<file path="src/hdl/lrast_pkg.sv">
package lrast_pkg;

  // minor-axis move chosen by one decision step
  typedef struct packed {
    logic inc;
    logic dec;
  } lrast_move_t;

endpackage

</file>
<file path="src/hdl/line_rasterizer.sv">
// Bresenham line rasterizer. A request on the in_ channel carries two endpoints
// and a gray value; the block then emits every pixel of the line on the out_
// channel in order along the increasing major axis, with out_tlast on the final
// one. The scan is horizontal when |dx| > |dy| and vertical otherwise (diagonals
// and single points included). A request is accepted in an idle cycle and passes
// through the three setup states ST_DELTA, ST_ORIENT and ST_INIT; the line is then
// drawn at one pixel per cycle while the output is taken without stalls. A single
// decision/step unit is reused for every pixel, and in_tready is high only between
// requests.
module line_rasterizer
  import lrast_pkg::*;
#(
  parameter  int COORD_BITS = 6,
  localparam int IN_W       = ((4 * COORD_BITS + 8 + 7) / 8) * 8,
  localparam int OUT_W      = ((2 * COORD_BITS + 8 + 7) / 8) * 8
) (
  input  logic                  clk,
  input  logic                  rst_n,
  input  logic                  in_tvalid,
  output logic                  in_tready,
  // start_x, start_y, end_x, end_y, gray_value
  input  logic [IN_W-1:0]       in_tdata,
  output logic                  out_tvalid,
  input  logic                  out_tready,
  // pixel_x, pixel_y, pixel_gray
  output logic [OUT_W-1:0]      out_tdata,
  output logic                  out_tlast
);

  localparam int CB    = COORD_BITS;
  localparam int DW    = COORD_BITS + 4;

  typedef enum logic [4:0] {
    ST_IDLE   = 5'b00001,
    ST_DELTA  = 5'b00010,
    ST_ORIENT = 5'b00100,
    ST_INIT   = 5'b01000,
    ST_RUN    = 5'b10000
  } state_t;

  state_t state_r, state_nxt;

  logic [CB-1:0] x0_r, y0_r, x1_r, y1_r;
  logic [7:0]    gray_r;
  logic signed [CB:0] dx_r, dy_r;
  logic          horiz_r;
  logic [CB-1:0] a_r, amax_r, b_r;
  logic signed [CB:0] m_r, big_r;
  logic          pos_r;
  logic signed [DW-1:0] d_r, inc_lo_r, inc_hi_r;

  logic          out_tvalid_r;
  logic [CB-1:0] pixel_x_r, pixel_y_r;
  logic [7:0]    pixel_gray_r;
  logic          last_pixel_r;

  logic in_req, load, last;
  logic signed [CB:0] adx, ady;
  logic          horiz, swap;
  logic signed [DW-1:0] m2, big2, big_e;
  logic signed [DW-1:0] d_step;
  logic [CB-1:0] a_step, b_step;
  lrast_move_t   move;

  assign in_tready = (state_r == ST_IDLE);
  assign in_req    = in_tvalid && in_tready;
  assign last      = (a_r == amax_r);
  assign load      = (state_r == ST_RUN) && (!out_tvalid_r || out_tready);

  assign adx   = dx_r[CB] ? -dx_r : dx_r;
  assign ady   = dy_r[CB] ? -dy_r : dy_r;
  assign horiz = adx > ady;
  assign swap  = horiz ? dx_r[CB] : dy_r[CB];

  assign m2    = {{(DW-CB-2){m_r[CB]}}, m_r, 1'b0};
  assign big_e = {{(DW-CB-1){big_r[CB]}}, big_r};
  assign big2  = big_e <<< 1;

  lrast_step #(
    .CW(CB),
    .DW(DW)
  ) u_step (
    .d_i      (d_r),
    .inc_lo_i (inc_lo_r),
    .inc_hi_i (inc_hi_r),
    .pos_i    (pos_r),
    .major_i  (a_r),
    .minor_i  (b_r),
    .d_o      (d_step),
    .major_o  (a_step),
    .minor_o  (b_step),
    .move_o   (move)
  );

  always_comb begin
    state_nxt = state_r;
    unique case (state_r)
      ST_IDLE:   if (in_req) state_nxt = ST_DELTA;
      ST_DELTA:  state_nxt = ST_ORIENT;
      ST_ORIENT: state_nxt = ST_INIT;
      ST_INIT:   state_nxt = ST_RUN;
      ST_RUN:    if (load && last) state_nxt = ST_IDLE;
      default:   state_nxt = ST_IDLE;
    endcase
  end

  always_ff @(posedge clk) begin
    if (!rst_n) begin
      state_r      <= ST_IDLE;
      out_tvalid_r <= 1'b0;
    end else begin
      state_r <= state_nxt;
      if (load) begin
        out_tvalid_r <= 1'b1;
      end else if (out_tready) begin
        out_tvalid_r <= 1'b0;
      end
    end
  end

  always_ff @(posedge clk) begin
    if (in_req) begin
      x0_r   <= in_tdata[CB-1:0];
      y0_r   <= in_tdata[2*CB-1:CB];
      x1_r   <= in_tdata[3*CB-1:2*CB];
      y1_r   <= in_tdata[4*CB-1:3*CB];
      gray_r <= in_tdata[4*CB+7:4*CB];
    end
    if (state_r == ST_DELTA) begin
      dx_r <= signed'({1'b0, x1_r}) - signed'({1'b0, x0_r});
      dy_r <= signed'({1'b0, y1_r}) - signed'({1'b0, y0_r});
    end
    if (state_r == ST_ORIENT) begin
      horiz_r <= horiz;
      if (horiz) begin
        a_r    <= swap ? x1_r : x0_r;
        amax_r <= swap ? x0_r : x1_r;
        b_r    <= swap ? y1_r : y0_r;
        m_r    <= swap ? -dy_r : dy_r;
        big_r  <= adx;
      end else begin
        a_r    <= swap ? y1_r : y0_r;
        amax_r <= swap ? y0_r : y1_r;
        b_r    <= swap ? x1_r : x0_r;
        m_r    <= swap ? -dx_r : dx_r;
        big_r  <= ady;
      end
    end
    if (state_r == ST_INIT) begin
      pos_r <= !m_r[CB];
      if (!m_r[CB]) begin
        d_r      <= m2 - big_e;
        inc_lo_r <= m2;
        inc_hi_r <= m2 - big2;
      end else begin
        d_r      <= m2 + big_e;
        inc_lo_r <= m2 + big2;
        inc_hi_r <= m2;
      end
    end
    if (load) begin
      pixel_x_r    <= horiz_r ? a_r : b_r;
      pixel_y_r    <= horiz_r ? b_r : a_r;
      pixel_gray_r <= gray_r;
      last_pixel_r <= last;
      if (!last) begin
        d_r <= d_step;
        a_r <= a_step;
        b_r <= b_step;
      end
    end
  end

  assign out_tvalid = out_tvalid_r;
  assign out_tlast  = last_pixel_r;
  assign out_tdata  = OUT_W'({pixel_gray_r, pixel_y_r, pixel_x_r});

  a_major_bounded: assert property (@(posedge clk) disable iff (!rst_n)
    (state_r == ST_RUN) |-> (a_r <= amax_r))
    else $error("major axis ran past its end");

  a_last_ends_line: assert property (@(posedge clk) disable iff (!rst_n)
    (load && last) |=> (state_r == ST_IDLE) && out_tvalid && out_tlast)
    else $error("last pixel did not close the line");

  a_major_advances: assert property (@(posedge clk) disable iff (!rst_n)
    (load && !last) |=> (a_r == $past(a_r) + CB'(1)) && !out_tlast)
    else $error("major axis did not advance by one");

  a_no_request_busy: assert property (@(posedge clk) disable iff (!rst_n)
    (state_r == ST_RUN) |-> !in_tready)
    else $error("request accepted while drawing");

  a_minor_one_way: assert property (@(posedge clk) disable iff (!rst_n)
    (state_r == ST_RUN) |-> !(move.inc && move.dec))
    else $error("minor axis moved both ways");

endmodule

</file>
<file path="src/hdl/lrast_step.sv">
module lrast_step
  import lrast_pkg::*;
#(
  parameter int CW = 6,
  parameter int DW = 10
) (
  input  logic signed [DW-1:0] d_i,
  input  logic signed [DW-1:0] inc_lo_i,
  input  logic signed [DW-1:0] inc_hi_i,
  input  logic                 pos_i,
  input  logic        [CW-1:0] major_i,
  input  logic        [CW-1:0] minor_i,
  output logic signed [DW-1:0] d_o,
  output logic        [CW-1:0] major_o,
  output logic        [CW-1:0] minor_o,
  output lrast_move_t          move_o
);

  logic le;

  assign le = (d_i <= 0);
  assign d_o = d_i + (le ? inc_lo_i : inc_hi_i);
  assign major_o = major_i + CW'(1);
  assign move_o.inc = pos_i && !le;
  assign move_o.dec = !pos_i && le;

  always_comb begin
    minor_o = minor_i;
    if (move_o.inc) begin
      minor_o = minor_i + CW'(1);
    end else if (move_o.dec) begin
      minor_o = minor_i - CW'(1);
    end
  end

endmodule
</file>
<file path="config.mk">
export PLATFORM = sky130hd
export DESIGN_NAME = line_rasterizer
export DESIGN_NICKNAME = d
export VERILOG_FILES = /design/src/hdl/lrast_pkg.sv /design/src/hdl/line_rasterizer.sv /design/src/hdl/lrast_step.sv
export SDC_FILE = /design/constraint.sdc
export NUM_CORES = 1
export LEC_CHECK = 0
export BUFFER_PORTS_ARGS = -buffer_cell sky130_fd_sc_hd__buf_2
export CORE_AREA = 8 8 139 193
export CTS_CLUSTER_SIZE = 14
export DETAILED_ROUTE_END_ITERATION = 10
export DIE_AREA = 0 0 147 201
export SLEW_MARGIN = 20
export SYNTH_ARGS = -nofsm -noshare
export SYNTH_HDL_FRONTEND = slang
export SYNTH_SLANG_ARGS = --single-unit
</file>
<file path="constraint.sdc">
create_clock -name clk -period 5.45 [get_ports clk]
set_clock_uncertainty 0.05 [all_clocks]
set_input_delay 0.545 -clock clk [delete_from_list [all_inputs] [get_ports clk]]
set_output_delay 0.545 -clock clk [all_outputs]
set_load 0.01 [all_outputs]
</file>
# Word level (Yosys, flattened, before mapping)
# Cells that the tools add are included.
# Widths: inputs -> output; s select.
# classes
addsub	12
n_lt_le_gt_ge	2
eq_ne	9
n_mux	36
reduce_logical	12
# ops
op	count
$mux 6	17
$mux 7	8
$mux 10	5
$pmux 5 s5	1
$neg 7->7	2
$sub 6x6->7	2
$add 6x1->6 const B	2
$add 10x10->10	1
$le 10x1->1 const B	1
$mux 5	2
$add 8x7->9	1
$add 8x8->9	1
$sub 8x7->9	1
$sub 8x8->9	1
$gt 7x7->1	1
$eq 6x6->1	1
$sub 6x1->6 const B	1
$eq 5x1->1 const B	1
$eq 5x2->1 const B	1
$eq 5x3->1 const B	1
$eq 5x4->1 const B	1
$eq 5x5->1 const B	1
$logic_and 1x1->1	5
$logic_not 1->1	4
6 further kinds	9
# word_totals
ff_bits	135
out_inout_bits	27
wordCells	96

# Depth between registers and ports, before layout
# logic_depth
depth_word	9
ltp_mapped	14
depth_no_buf	13

# Hierarchy
# Synthesis repeated with hierarchy kept, for this count alone.
# hier_totals
hier_cells	785
area_unflattened_um2	8366.8
# modules_own_cells
mod	instances	cells_each	area_each_um2	seq_area_each_um2
line_rasterizer	1	679	7546.0	3713.6
lrast_step	1	106	820.8	0.0

# Worst setup path after synthesis
# OpenSTA, ideal clock, no wires.
# synth_path
kind	reg2reg
from	register dx_r[6]
to	register b_r[0], data pin
t_arrival_ns	2.852
slack_ns	2.288
path_stages_with_launch	12
path_buffers	3
synth_period_minus_slack_ns	3.162
path_cell_list	edfxtp_1 -> clkbuf_1 -> clkbuf_1 -> o21ai_0 -> xnor2_1 -> ha_1 -> a21o_1 -> a2111o_1 -> o21ai_2 -> buf_4 -> a21oi_1 -> a221o_1
# synth_between
elab_chain_len	9
word_cells_on_any_way	10
# synth_lines
item	line_no	source
start, declared	line_rasterizer.sv:45	logic signed [CB:0] dx_r, dy_r;
start signal, assigned	line_rasterizer.sv:130	dx_r <= signed'({1'b0, x1_r}) - signed'({1'b0, x0_r});
$neg 7->7	line_rasterizer.sv:70	assign adx = dx_r[CB] ? -dx_r : dx_r;
$mux 7	line_rasterizer.sv:70	
$gt 7x7->1	line_rasterizer.sv:72	assign horiz = adx > ady;
$mux 1	line_rasterizer.sv:73	assign swap = horiz ? dx_r[CB] : dy_r[CB];
$mux 6, on equally long branches	line_rasterizer.sv:144, line_rasterizer.sv:138	
$mux 6 (*)	line_rasterizer.sv:135	if (horiz) begin
$mux 6 (*)	line_rasterizer.sv:133	if (state_r == ST_ORIENT) begin
$mux 6	line_rasterizer.sv:166	if (!last) begin
$mux 6 (*)	line_rasterizer.sv:161	if (load) begin
end signal, assigned	line_rasterizer.sv:138	b_r <= swap ? y1_r : y0_r;
end signal, assigned	line_rasterizer.sv:144	b_r <= swap ? x1_r : x0_r;
end signal, assigned	line_rasterizer.sv:169	b_r <= b_step;
end, declared	line_rasterizer.sv:47	logic [CB-1:0] a_r, amax_r, b_r;
# Every way passes the cells marked *; elsewhere a longest branch is shown, timed or not.
# A chain may end at the register's enable or synchronous reset.

# Final worst setup path
# layout_path
from	register dy_r[2]
to	register b_r[2], data pin
# layout_between
elab_chain_len	9
word_cells_on_any_way	10
# layout_lines
item	line_no	source
start, declared	line_rasterizer.sv:45	
start signal, assigned	line_rasterizer.sv:131	dy_r <= signed'({1'b0, y1_r}) - signed'({1'b0, y0_r});
$neg 7->7	line_rasterizer.sv:71	assign ady = dy_r[CB] ? -dy_r : dy_r;
$mux 7 (*)	line_rasterizer.sv:71	
$gt 7x7->1 (*)	line_rasterizer.sv:72	
$mux 1	line_rasterizer.sv:73	
$mux 6, on equally long branches	line_rasterizer.sv:144, line_rasterizer.sv:138	
$mux 6 (*)	line_rasterizer.sv:135	
$mux 6 (*)	line_rasterizer.sv:133	
$mux 6	line_rasterizer.sv:166	
$mux 6 (*)	line_rasterizer.sv:161	
# Marked as above.

==> run summary <==
worst-path cell chain = or3_1, or3_1, nand2_1, xor2_1, ha_1, a2111o_1, o21ai_4, buf_4, o211ai_1, o211ai_1, o211ai_1
largest net degree at the start of global routing = 39
Yosys top cell by area = edfxtp_1
Sink Count = 133
hold buffers post-CTS = 0
most common cell after layout, fill and taps aside = edfxtp_1
Post-synth EDFFs = 112
worst-path maximum fanout = 29
Final Hold Viols = 0
grt ovf = 0
Worst EP required = 5.54 ns
P&R area growth vs syn = 15.1%
final HPWL from detailed placement = 14,100 microns
time the worst path needs with I/O delays and setup = 3.79 ns
Die W = 147 microns
Rows = 67
vias in the first global route = 5,834
via count = 5,799
ys flop type = edfxtp_1
FMAX = 264 MHz
Top Ports = 63
kind of critical path = flop to flop
Post-Route WL = 18,400 microns
worst min path class = input port to flop
Die ar. = 0.0295 sq mm
I/O Buffers = 58
TNS Setup = 0 ns
highest-count cells in the layout ignoring fill and taps = 112 x edfxtp_1, 65 x ha_1, 61 x nand2_1, 58 x buf_2, 55 x o21ai_0
ant diodes = 0
Rel. slew slack = 36.1%
first-pass GRT wire length = 29,800 microns
area share of the largest cell type after synthesis = 40.9%
post-CTS sizing = 0
nature of the critical path startpoint = flop
layout cells sized above 1 = 15.2%
Layout Nets = 942
initial antenna violation count = 0
Synth Register Bits = 133
status = finished clean
H-tree Lvls = 4
reg2reg path depth = 11
routability cong. = 0.830
family with the most delay on the worst path = compound AO/OA/AOI/OAI gates
max incr delay on CP = 0.55 ns
routed len/inst = 15.9 microns
Synth Warn # = 0
hold depth = 1
Final Slew Violations = 0
CTS clock-pin slew for the worst setup and hold paths = 0.06 ns
Leakage Power = 3.80 nW
synth unique cells = 56
Worst IR Drop VDD = 0.000206 V
Power Total = 2.80 mW
fin crit share = 69.6%
clk root buf = clkbuf_16
Max Buffers Root-to-Sink = 2
postcts setup bufs = 0
worst flop-to-flop path endpoint = b_r[2]
Synth Area per Inst = 10.6 sq um
DRC Markers = 0
worst reg2reg path startpoint = dy_r[2]
CP bufs+invs = 1
part of the Yosys area used for sequential elements = 46.0%
initial DRC count = 274
Worst-Skew Late Latency = 0.42 ns
antenna viol nets, final = 0
hold_ws = 0.245 ns
Arr. time, crit path = 3.88 ns
DR pass1 iterations = 4
Cell Pwr Density = 296 mW/mm^2
hold endpoint = y0_r[3]
setup repair after global routing missed its margin = no
initial core utilization = 34.5%
CTS Buf Count = 17
R2R setup slack = 1.66 ns
top post-synthesis cells by area = edfxtp_1 41%, ha_1 9.9%, dfxtp_1 5.1%, xnor2_1 3.5%, o21ai_0 3.4%
most used cell, CP = o211ai_1
final setup fails = 0
Post-synth ARST share = 0%
drt via density = 5.02
Min-Delay Startpoint = in_tdata[9]
TritonCTS clock tree = yes
Core Area = 0.0238 sq mm
GR Util All Layers = 12.7%
Die Ht = 201 microns
CP endpoint kind = flop
Slowest-stage cell, CP = o21ai_4
Cells after Synth = 778
total of max-cap violations = 0
worst slew pin tran = 0.957 ns
cell area after synthesis = 0.00822 sq mm
## cells in the mapped netlist, types with 8 or more instances
cell type  instances
xnor2_1           33
ha_1              65
clkbuf_1          16
o21ai_0           55
fa_1               8
or3_1             10
nand2b_1          14
dfxtp_1           21
a21oi_1           52
edfxtp_1         112
nor2_1            45
o211ai_1          20
xor2_1            18
nand2_1           61
mux2i_1           19
inv_1             53
a21o_1            10
a211oi_1           8
nor2b_1           20
mux2_2            22
## state kept, by name (all words and copies together) (netlist names), 5 cells and up
signal	flops
a_r	6
y0_r	6
x1_r	6
m_r	7
y1_r	6
pixel_gray_r	8
b_r	6
inc_lo_r	8
amax_r	6
dy_r	7
d_r	10
inc_hi_r	8
pixel_y_r	6
big_r	7
pixel_x_r	6
dx_r	7
x0_r	6
state_r	5
gray_r	8
## per-stage QoR
step | instances | worst slack [ns] | cell area, sq um | utilization, %
2_1_floorplan | 781 | 2.29 | 8230 | -
3_3_place_gp | 1124 | 1.76 | 8830 | 37.1
3_5_place_dp | 1124 | 1.69 | 8830 | 37.1
4_1_cts | 1156 | 1.67 | 9460 | 39.7
5_1_grt | 1156 | 1.45 | 9460 | 39.7
6_report | 1156 | 1.66 | 9460 | 39.7
## routing by layer
layer  part of all wire, %  up-vias  GRT usage, %
met5                     0        -             0
met4                   2.3        0          5.59
met3                   2.6       28          2.50
met2                    54       89          23.7
met1                    41     2758          13.4
li1                      -     2924             -
## layout make-up
| type | count | area [sq um] |
|---|---|---|
| Timing Repair Buffer | 67 | 358 |
| Tap cell | 310 | 388 |
| Inverter | 53 | 199 |
| Multi-Input combinational cell | 561 | 4100 |
| Fill cell | 2360 | 14400 |
| Clock buffer | 24 | 547 |
| Clock inverter | 8 | 82.6 |
| Sequential cell | 133 | 3780 |
## how the worst max path moves through the flow
| stage | start | end | depth (start not counted) |
|---|---|---|---|
| final | dy_r[2] | b_r[2] | 11 |
| after global routing | dy_r[2] | b_r[2] | 11 |
| after CTS | dy_r[2] | b_r[2] | 11 |
| after detailed placement | dy_r[2] | b_r[2] | 11 |
| after global placement | dy_r[2] | b_r[0] | 10 |
| after floorplan | dx_r[6] | b_r[0] | 11 |
## power by group
part           internal (mW)  total (mW)  switching, mW
Combinational          0.171       0.375          0.205
Sequential              1.18        1.25         0.0638
Clock                  0.751        1.18          0.431
## logic make-up (layout without fill, tap and decap cells)
family	count (synthesis)	count (layout)	share of synthesized area (%)
AOI/OAI and AO/OA	197	197	15.1
and+or+nand+nor	195	195	11.8
DFF	133	133	46.0
buffers and inverters	87	152	4.36
adders and majority gates	73	73	11.8
xor gates and xnor gates	51	51	5.44
muxes	41	41	5.33
other	1	4	0.0456
No activity file was read; power rests on OpenSTA's default activity.
